<file path="config.mk">
export PLATFORM = sky130hd
export DESIGN_NAME = priority_aging_table
export DESIGN_NICKNAME = d
export VERILOG_FILES = /design/src/rtl/core/pat_pkg.sv /design/src/rtl/core/pat_ram.sv /design/src/rtl/core/priority_aging_table.sv
export SDC_FILE = /design/constraint.sdc
export NUM_CORES = 2
export LEC_CHECK = 0
export BUFFER_PORTS_ARGS = -buffer_cell sky130_fd_sc_hd__buf_2
export CAP_MARGIN = 20
export CORE_MARGIN = 4
export CORE_UTILIZATION = 50
export DETAILED_ROUTE_END_ITERATION = 16
export HOLD_SLACK_MARGIN = 0.15
export PLACE_DENSITY_LB_ADDON = 0.05
export RECOVER_POWER = 50
export SYNTH_ARGS = -nofsm -noshare
export SYNTH_HDL_FRONTEND = slang
export SYNTH_SLANG_ARGS = --single-unit
export TNS_END_PERCENT = 50
</file>
<file path="constraint.sdc">
create_clock -name clk -period 13.5 [get_ports clk]
set_clock_uncertainty 0.1 [all_clocks]
set_input_delay 2.7 -clock clk [delete_from_list [all_inputs] [get_ports clk]]
set_output_delay 2.7 -clock clk [all_outputs]
set_load 0.05 [all_outputs]
</file>
<file path="src/rtl/core/pat_pkg.sv">
`timescale 1ns / 1ps

package pat_pkg;

  // Default table depth
  localparam int unsigned DEPTH = 32;

  // Field widths
  localparam int unsigned ID_W    = 16;
  localparam int unsigned PRIO_W  = 2;
  localparam int unsigned TIME_W  = 32;
  localparam int unsigned KIND_W  = 2;
  localparam int unsigned STAT_W  = 2;
  localparam int unsigned CFG_W   = 32;
  localparam int unsigned CFG_IDX_W = 1;

  // Configuration register indexes
  localparam logic [CFG_IDX_W-1:0] CFG_AGING_THRESHOLD = 1'b0;
  localparam logic [CFG_IDX_W-1:0] CFG_MAX_PRIORITY    = 1'b1;

  // Configuration reset values
  localparam logic [TIME_W-1:0] THRESHOLD_RST    = 32'd30;
  localparam logic [PRIO_W-1:0] MAX_PRIORITY_RST = 2'd2;

  typedef enum logic [1:0] {
    OP_REGISTER   = 2'd0,
    OP_UNREGISTER = 2'd1,
    OP_SET_WAIT   = 2'd2,
    OP_TICK       = 2'd3
  } opcode_t;

  typedef enum logic [KIND_W-1:0] {
    KIND_ACK      = 2'd0,
    KIND_PROMOTED = 2'd1,
    KIND_DONE     = 2'd2
  } kind_t;

  typedef enum logic [STAT_W-1:0] {
    STAT_OK        = 2'd0,
    STAT_FULL      = 2'd1,
    STAT_NOT_FOUND = 2'd2
  } status_t;

  typedef enum logic [2:0] {
    ST_IDLE,
    ST_SCAN,
    ST_LAST_RD,
    ST_MOVE,
    ST_PROMOTE,
    ST_ACK,
    ST_DONE
  } state_t;

  // One table entry as stored in memory
  typedef struct packed {
    logic [ID_W-1:0]   id;
    logic [PRIO_W-1:0] prio;
    logic              waiting;
    logic [TIME_W-1:0] stamp;
  } entry_t;

  localparam int unsigned ENTRY_W = $bits(entry_t);

endpackage

</file>
<file path="src/rtl/core/pat_ram.sv">
`timescale 1ns / 1ps

module pat_ram #(
  parameter int unsigned WIDTH = 8,
  parameter int unsigned DEPTH = 32
) (
  input  logic                     clk,
  input  logic                     we,
  input  logic [$clog2(DEPTH)-1:0] waddr,
  input  logic [WIDTH-1:0]         wdata,
  input  logic                     re,
  input  logic [$clog2(DEPTH)-1:0] raddr,
  output logic [WIDTH-1:0]         rdata
);

  logic [WIDTH-1:0] mem [DEPTH];

  // Write port
  always_ff @(posedge clk) begin
    if (we) begin
      mem[waddr] <= wdata;
    end
  end

  // Registered read port, holds while not enabled
  always_ff @(posedge clk) begin
    if (re) begin
      rdata <= mem[raddr];
    end
  end

endmodule

</file>
<file path="src/rtl/core/priority_aging_table.sv">
// A register request moves to the acknowledge state, which loads its result into the output
// register. Unregister and set waiting search one slot a cycle; unregister then reads the
// last entry and moves it into the freed slot. Aging tick walks one slot a cycle through the
// entry memory read port, pausing to promote each stale entry and while out_stall holds the
// output; one request at a time. Output waits on out_stall without losing results. Reset
// (rst_n, synchronous) empties the table and loads threshold 30 and max priority 2.
`timescale 1ns / 1ps

module priority_aging_table #(
  parameter int unsigned DEPTH = pat_pkg::DEPTH
) (
  input  logic                            clk,
  input  logic                            rst_n,
  // Configuration write port
  input  logic                            cfg_we,
  input  logic [pat_pkg::CFG_IDX_W-1:0]   cfg_index,
  input  logic [pat_pkg::CFG_W-1:0]       cfg_wdata,
  // Request channel
  input  logic                            in_valid,
  output logic                            in_stall,
  input  logic [1:0]                      in_opcode,
  input  logic [pat_pkg::ID_W-1:0]        in_entry_id,
  input  logic [pat_pkg::PRIO_W-1:0]      in_start_priority,
  input  logic                            in_waiting_in,
  input  logic [pat_pkg::TIME_W-1:0]      in_now,
  // Result channel
  output logic                            out_valid,
  input  logic                            out_stall,
  output logic [pat_pkg::KIND_W-1:0]      out_kind,
  output logic [pat_pkg::ID_W-1:0]        out_id,
  output logic [pat_pkg::PRIO_W-1:0]      out_new_priority,
  output logic [pat_pkg::STAT_W-1:0]      out_status,
  output logic                            out_last
);

  localparam int unsigned CW = $clog2(DEPTH + 1);
  localparam int unsigned IW = $clog2(DEPTH);

  // Configuration registers
  logic [pat_pkg::TIME_W-1:0] thresh_r;
  logic [pat_pkg::PRIO_W-1:0] maxp_r;

  // Control state
  pat_pkg::state_t state_r, state_nxt;
  logic [CW-1:0]   count_r, count_nxt;
  logic [CW-1:0]   rd_idx_r, rd_idx_nxt;
  logic            chk_vld_r, chk_vld_nxt;
  logic [IW-1:0]   chk_idx_r, chk_idx_nxt;
  logic [IW-1:0]   found_idx_r, found_idx_nxt;
  pat_pkg::status_t status_r, status_nxt;

  // Captured request
  pat_pkg::opcode_t            op_r;
  logic [pat_pkg::ID_W-1:0]    id_r;
  logic                        wt_r;
  logic [pat_pkg::TIME_W-1:0]  now_r;

  // Output register
  logic                        out_valid_r, out_valid_nxt;
  pat_pkg::kind_t              out_kind_r, out_kind_nxt;
  logic [pat_pkg::ID_W-1:0]    out_id_r, out_id_nxt;
  logic [pat_pkg::PRIO_W-1:0]  out_prio_r, out_prio_nxt;
  pat_pkg::status_t            out_status_r, out_status_nxt;
  logic                        out_last_r, out_last_nxt;

  // Memory port
  logic                        ram_we;
  logic [IW-1:0]               ram_waddr;
  pat_pkg::entry_t             ram_wdata;
  logic                        ram_re;
  logic [IW-1:0]               ram_raddr;
  logic [pat_pkg::ENTRY_W-1:0] ram_rdata;
  pat_pkg::entry_t             rd_ent;

  logic                        in_accept;
  logic                        out_free;
  logic                        full;
  logic [CW-1:0]               last_slot;
  logic [pat_pkg::TIME_W-1:0]  age;
  logic                        id_hit;
  logic                        tick_hit;
  logic                        hit;
  logic                        scan_end;
  logic [pat_pkg::PRIO_W-1:0]  prio_inc;

  pat_ram #(
    .WIDTH (pat_pkg::ENTRY_W),
    .DEPTH (DEPTH)
  ) u_entries (
    .clk   (clk),
    .we    (ram_we),
    .waddr (ram_waddr),
    .wdata (ram_wdata),
    .re    (ram_re),
    .raddr (ram_raddr),
    .rdata (ram_rdata)
  );

  // Handshake and entry decode
  assign in_stall  = (state_r != pat_pkg::ST_IDLE);
  assign in_accept = in_valid && !in_stall;
  assign out_free  = !out_valid_r || !out_stall;
  assign full      = (count_r >= CW'(DEPTH));
  assign last_slot = count_r - CW'(1);

  assign rd_ent   = pat_pkg::entry_t'(ram_rdata);
  assign age      = now_r - rd_ent.stamp;
  assign prio_inc = rd_ent.prio + pat_pkg::PRIO_W'(1);
  assign id_hit   = (rd_ent.id == id_r);
  assign tick_hit = rd_ent.waiting && (rd_ent.prio < maxp_r) && (age > thresh_r);
  assign hit      = chk_vld_r && ((op_r == pat_pkg::OP_TICK) ? tick_hit : id_hit);
  assign scan_end = !hit && (rd_idx_r >= count_r);

  // Next state
  always_comb begin
    state_nxt = state_r;
    unique case (state_r)
      pat_pkg::ST_IDLE: begin
        if (in_accept) begin
          if (pat_pkg::opcode_t'(in_opcode) == pat_pkg::OP_REGISTER) begin
            state_nxt = pat_pkg::ST_ACK;
          end else begin
            state_nxt = pat_pkg::ST_SCAN;
          end
        end
      end
      pat_pkg::ST_SCAN: begin
        if (hit) begin
          unique case (op_r)
            pat_pkg::OP_UNREGISTER: state_nxt = pat_pkg::ST_LAST_RD;
            pat_pkg::OP_TICK:       state_nxt = pat_pkg::ST_PROMOTE;
            default:                state_nxt = pat_pkg::ST_ACK;
          endcase
        end else if (scan_end) begin
          if (op_r == pat_pkg::OP_TICK) begin
            state_nxt = pat_pkg::ST_DONE;
          end else begin
            state_nxt = pat_pkg::ST_ACK;
          end
        end
      end
      pat_pkg::ST_LAST_RD: state_nxt = pat_pkg::ST_MOVE;
      pat_pkg::ST_MOVE:    state_nxt = pat_pkg::ST_ACK;
      pat_pkg::ST_PROMOTE: begin
        if (out_free) begin
          state_nxt = pat_pkg::ST_SCAN;
        end
      end
      pat_pkg::ST_ACK, pat_pkg::ST_DONE: begin
        if (out_free) begin
          state_nxt = pat_pkg::ST_IDLE;
        end
      end
      default: state_nxt = pat_pkg::ST_IDLE;
    endcase
  end

  // Memory accesses, counters and result loads
  always_comb begin
    count_nxt     = count_r;
    rd_idx_nxt    = rd_idx_r;
    chk_vld_nxt   = chk_vld_r;
    chk_idx_nxt   = chk_idx_r;
    found_idx_nxt = found_idx_r;
    status_nxt    = status_r;

    ram_we    = 1'b0;
    ram_waddr = found_idx_r;
    ram_wdata = rd_ent;
    ram_re    = 1'b0;
    ram_raddr = rd_idx_r[IW-1:0];

    out_valid_nxt  = out_valid_r && out_stall;
    out_kind_nxt   = out_kind_r;
    out_id_nxt     = out_id_r;
    out_prio_nxt   = out_prio_r;
    out_status_nxt = out_status_r;
    out_last_nxt   = out_last_r;

    unique case (state_r)
      pat_pkg::ST_IDLE: begin
        rd_idx_nxt  = '0;
        chk_vld_nxt = 1'b0;
        // Append on register, or report the table full
        if (in_accept && (pat_pkg::opcode_t'(in_opcode) == pat_pkg::OP_REGISTER)) begin
          if (full) begin
            status_nxt = pat_pkg::STAT_FULL;
          end else begin
            status_nxt        = pat_pkg::STAT_OK;
            ram_we            = 1'b1;
            ram_waddr         = count_r[IW-1:0];
            ram_wdata.id      = in_entry_id;
            ram_wdata.prio    = in_start_priority;
            ram_wdata.waiting = in_waiting_in;
            ram_wdata.stamp   = in_now;
            count_nxt         = count_r + CW'(1);
          end
        end
      end
      pat_pkg::ST_SCAN: begin
        if (hit) begin
          // Stop the walk on the matching slot
          chk_vld_nxt   = 1'b0;
          found_idx_nxt = chk_idx_r;
          status_nxt    = pat_pkg::STAT_OK;
          if (op_r == pat_pkg::OP_SET_WAIT) begin
            ram_we            = 1'b1;
            ram_waddr         = chk_idx_r;
            ram_wdata.waiting = wt_r;
          end
        end else if (rd_idx_r < count_r) begin
          // Issue the next slot read
          ram_re      = 1'b1;
          chk_vld_nxt = 1'b1;
          chk_idx_nxt = rd_idx_r[IW-1:0];
          rd_idx_nxt  = rd_idx_r + CW'(1);
        end else begin
          chk_vld_nxt = 1'b0;
          status_nxt  = pat_pkg::STAT_NOT_FOUND;
        end
      end
      pat_pkg::ST_LAST_RD: begin
        ram_re    = 1'b1;
        ram_raddr = last_slot[IW-1:0];
      end
      pat_pkg::ST_MOVE: begin
        // Move the last entry into the freed slot
        ram_we    = 1'b1;
        ram_waddr = found_idx_r;
        count_nxt = last_slot;
      end
      pat_pkg::ST_PROMOTE: begin
        if (out_free) begin
          ram_we          = 1'b1;
          ram_waddr       = found_idx_r;
          ram_wdata.prio  = prio_inc;
          ram_wdata.stamp = now_r;
          out_valid_nxt   = 1'b1;
          out_kind_nxt    = pat_pkg::KIND_PROMOTED;
          out_id_nxt      = rd_ent.id;
          out_prio_nxt    = prio_inc;
          out_status_nxt  = pat_pkg::STAT_OK;
          out_last_nxt    = 1'b0;
        end
      end
      pat_pkg::ST_ACK: begin
        if (out_free) begin
          out_valid_nxt  = 1'b1;
          out_kind_nxt   = pat_pkg::KIND_ACK;
          out_id_nxt     = id_r;
          out_prio_nxt   = '0;
          out_status_nxt = status_r;
          out_last_nxt   = 1'b1;
        end
      end
      pat_pkg::ST_DONE: begin
        if (out_free) begin
          out_valid_nxt  = 1'b1;
          out_kind_nxt   = pat_pkg::KIND_DONE;
          out_id_nxt     = '0;
          out_prio_nxt   = '0;
          out_status_nxt = pat_pkg::STAT_OK;
          out_last_nxt   = 1'b1;
        end
      end
      default: begin
        chk_vld_nxt = 1'b0;
      end
    endcase
  end

  // Control registers
  always_ff @(posedge clk) begin
    if (!rst_n) begin
      state_r     <= pat_pkg::ST_IDLE;
      count_r     <= '0;
      chk_vld_r   <= 1'b0;
      out_valid_r <= 1'b0;
    end else begin
      state_r     <= state_nxt;
      count_r     <= count_nxt;
      chk_vld_r   <= chk_vld_nxt;
      out_valid_r <= out_valid_nxt;
    end
  end

  // Configuration writes
  always_ff @(posedge clk) begin
    if (!rst_n) begin
      thresh_r <= pat_pkg::THRESHOLD_RST;
      maxp_r   <= pat_pkg::MAX_PRIORITY_RST;
    end else if (cfg_we) begin
      unique case (cfg_index)
        pat_pkg::CFG_AGING_THRESHOLD: thresh_r <= cfg_wdata;
        pat_pkg::CFG_MAX_PRIORITY:    maxp_r   <= cfg_wdata[pat_pkg::PRIO_W-1:0];
        default: ;
      endcase
    end
  end

  // Request capture and walk payload
  always_ff @(posedge clk) begin
    if (in_accept) begin
      op_r  <= pat_pkg::opcode_t'(in_opcode);
      id_r  <= in_entry_id;
      wt_r  <= in_waiting_in;
      now_r <= in_now;
    end
    rd_idx_r     <= rd_idx_nxt;
    chk_idx_r    <= chk_idx_nxt;
    found_idx_r  <= found_idx_nxt;
    status_r     <= status_nxt;
    out_kind_r   <= out_kind_nxt;
    out_id_r     <= out_id_nxt;
    out_prio_r   <= out_prio_nxt;
    out_status_r <= out_status_nxt;
    out_last_r   <= out_last_nxt;
  end

  assign out_valid        = out_valid_r;
  assign out_kind         = out_kind_r;
  assign out_id           = out_id_r;
  assign out_new_priority = out_prio_r;
  assign out_status       = out_status_r;
  assign out_last         = out_last_r;

endmodule

</file>
==> results.yml <==
worst_setup_path:
  crit_slowest_cell: "clkbuf_1"
  worst-path-buf-inv: 3
  reg2reg_slack_ns: 5.09
  path_class: "in2reg"
  start_kind: "primary input"
  crit_family: "buffers and inverters"
  r2r-start: "state_r[0]"
  reg2reg_to: "u_entries.mem[16][49]"
  cp_max_fo: 61
  critPathMaxStageDelay_ns: 3.03
  crit_path_cell_trace: "clkbuf_1, nor2_1, nand3_1, nor2_4, clkbuf_1, o21ai_1, a22oi_1, o211ai_1, or3_1, nor2_4, buf_4"
  required_ns: 13.80
  cp.arrival_ns: 9.82
  startpoint: "in_opcode[1]"
  cp_num_cells: 11
  r2r_cells: 10
  crit_path_end_kind: "flop"
global_route:
  grt-ovfl-total: 0
  grt_pass1_wl_mm: 274
  antenna_found_initial: 4
  grt_pass1_vias: 38000
  use_met3: 0.0480
  grt_max_degree: 138
  grt_usage: 0.251
  met2_usage: 0.385
  grtUsageMet1: 0.380
  grt.busiest_layer: "met2"
logic_synthesis:
  synth_cell_types: 77
  synth_edf_count: 1775
  synth_ff_type: "edfxtp_1"
  ys_ff_latch: 1820
  avgSynthCellArea_sq_um: 19.7
  synth_warnings: 0
  synth-async-reset-ratio: 0
  synthCells: 3713
  syn-cell-area_sq_um: 73200
  syn_nets: 3879
  synth.yosys.seq_area_share: 0.740
placement:
  dp_hpwl_mm: 105
  place_congestion: 0.828
  port_buffers: 115
cells_and_area:
  final_util: 0.563
  fin_nets: 4101
  mostFrequentLayoutCell: "edfxtp_1"
  syn_to_final_growth_pct: 12.0
  fill_cells: 10900
  drive_gt1_frac: 0.229
  final_cell_mix: "edfxtp_1 (1775), mux4_2 (408), nand2_1 (217)"
cts:
  post_cts_buffers: 0
  cts_root_buf: "clkbuf_16"
  cts_inserted_buffers: 187
  clockBufferDepth: 3
  cts.htree.levels: 4
  cts_resized: 0
  cts_tree: "built"
  cts.sinks: 1820
  path_clk_slew_ns: 0.06
  clk_latency_ns: 0.80
  hold_buffers: 0
min_path:
  hold_start: "chk_idx_r[1]"
  worstHoldPathCells: 0
  worst_hold_path.endpoint: "found_idx_r[1]"
  hold_class: "reg2reg"
floorplan:
  die_area_sq_um: 153000
  ios: 116
  rows: 140
  die_h_um: 391
  start_util: 0.503
  dieWidth_um: 391
  core-area_sq_um: 146000
routing:
  dr.first_iter.drc_count: 3937
  drt-total-wl_mm: 190
  routed_via_density: 6.17
  avgRoutedWirePerCell_um: 31.6
  dr.pass1.iters: 8
  ant_nets: 0
  vias: 37100
  drc: 0
timing:
  worst_pin_slew_ns: 4.68
  hold_violations: 0
  maxSlewHeadroom: -2.12
  post-route-min-period_ns: 9.52
  fin_crit_sh: 0.705
  setup_viol: 0
  hold_ws_ns: 0.349
  fmax_ghz: 0.105
  grt_setup_unrepaired: "false"
  drv_slew: 973
  fin_tns_setup_ns: 0
power:
  p_leak_nw: 26.7
  power_density_nw_per_um2: 216
  peakVddDrop_mv: 0.157
run_status:
  violations: "max-capacitance violations, max-slew violations"
  outcome: "finished with violations"
job:
  drv_cap: 28
-- final cells by class --
class	count	area, sq um	area share
inverters	85	319	0.00389
multi-input cells	1619	18000	0.219
clock inverters	110	895	0.0109
flip-flops and latches	1820	54200	0.661
repair buffers	222	1270	0.0155
clock buffers	234	4930	0.0601
well taps	1917	2400	0.0292
diodes	1	2.50	0.0000305
-- logic make-up (layout without fill, tap and decap cells) --
logic type / Yosys count / after routing / share of synthesized area
other: 0 / 1 / 0
buffers and inverters: 274 / 651 / 0.0182
AND/OR/NAND/NOR: 453 / 453 / 0.0270
flip-flops: 1820 / 1820 / 0.740
XOR/XNOR: 59 / 59 / 0.00706
AO/OA/AOI/OAI: 400 / 400 / 0.0366
adder cells (fa/ha/maj): 75 / 75 / 0.0129
multiplexers: 632 / 632 / 0.158
-- routing by layer --
metal  vias to the layer above  share of wire
li1                      15600              -
met5                         -              0
met2                      1465           0.46
met1                     19800           0.44
met3                       242          0.079
met4                         0          0.021
-- flip-flops by register name, indices dropped and copies added (netlist names) --
signal,count
op_r,2
thresh_r,32
count_r,6
wt_r,1
out_status,2
chk_idx_r,5
u_entries.rdata,51
out_valid,1
status_r,2
u_entries.mem,1632
chk_vld_r,1
maxp_r,2
out_id,16
now_r,32
out_kind,2
found_idx_r,5
out_new_priority,2
out_last,1
state_r,3
rd_idx_r,6
id_r,16
-- per-stage QoR --
step / instance area [sq um] / power, mW / setup WS (ns) / instances
2_1_floorplan: 73200 / 11.1 / 4.69 / 3713
3_3_place_gp: 76300 / 12.8 / 5.29 / 5653
3_5_place_dp: 76300 / 12.9 / 5.32 / 5653
4_1_cts: 82100 / 17.8 / 5.27 / 5997
5_1_grt: 82000 / 18.5 / 3.48 / 6007
6_report: 82000 / 17.7 / 3.98 / 6008
-- cells in the mapped netlist (3+ instances only) --
cell / instances / area share
a211oi_1: 4 / 0.00041
a21boi_0: 31 / 0.0032
a21o_1: 18 / 0.0018
a21oi_1: 96 / 0.0066
a22o_1: 16 / 0.0019
a22oi_1: 40 / 0.0041
a31o_2: 4 / 0.00048
a31oi_1: 4 / 0.00034
and2_1: 14 / 0.0012
and3_1: 7 / 0.00060
buf_1: 23 / 0.0012
buf_2: 35 / 0.0024
buf_4: 29 / 0.0030
buf_6: 20 / 0.0031
clkbuf_1: 82 / 0.0042
dfxtp_1: 45 / 0.012
edfxtp_1: 1775 / 0.73
ha_1: 74 / 0.013
inv_1: 83 / 0.0043
mux2_2: 119 / 0.018
mux2i_1: 105 / 0.014
mux4_2: 408 / 0.13
nand2_1: 217 / 0.011
nand2b_1: 11 / 0.00094
nand3_1: 30 / 0.0021
nand4_1: 8 / 0.00068
nor2_1: 117 / 0.0060
nor2b_1: 8 / 0.00068
nor3_1: 17 / 0.0012
nor4_1: 5 / 0.00043
o211a_1: 3 / 0.00041
o211ai_1: 61 / 0.0063
o21a_1: 9 / 0.00092
o21ai_0: 25 / 0.0017
o21ai_1: 53 / 0.0036
o21bai_1: 4 / 0.00041
or3_1: 3 / 0.00026
xnor2_1: 34 / 0.0041
xor2_1: 25 / 0.0030
-- where the power goes --
part,internal (mW),leakage (nW),switching (mW),total [mW]
logic,2.01,7.43,3.42,5.42
registers,7.22,16.4,0.134,7.36
clock network,2.78,2.83,2.13,4.91
total,12.0,26.7,5.68,17.7
-- how the worst max path moves through the flow --
stage               slack (ns)                    end
floorplan                 4.69   u_entries.mem[21][0]
global placement          5.29  u_entries.mem[26][27]
detailed placement        5.32  u_entries.mem[19][14]
CTS                       5.27  u_entries.mem[19][14]
global route              3.48  u_entries.mem[16][41]
finish                    3.98  u_entries.mem[16][49]
Note: power is estimated with default switching activity, not from simulation.
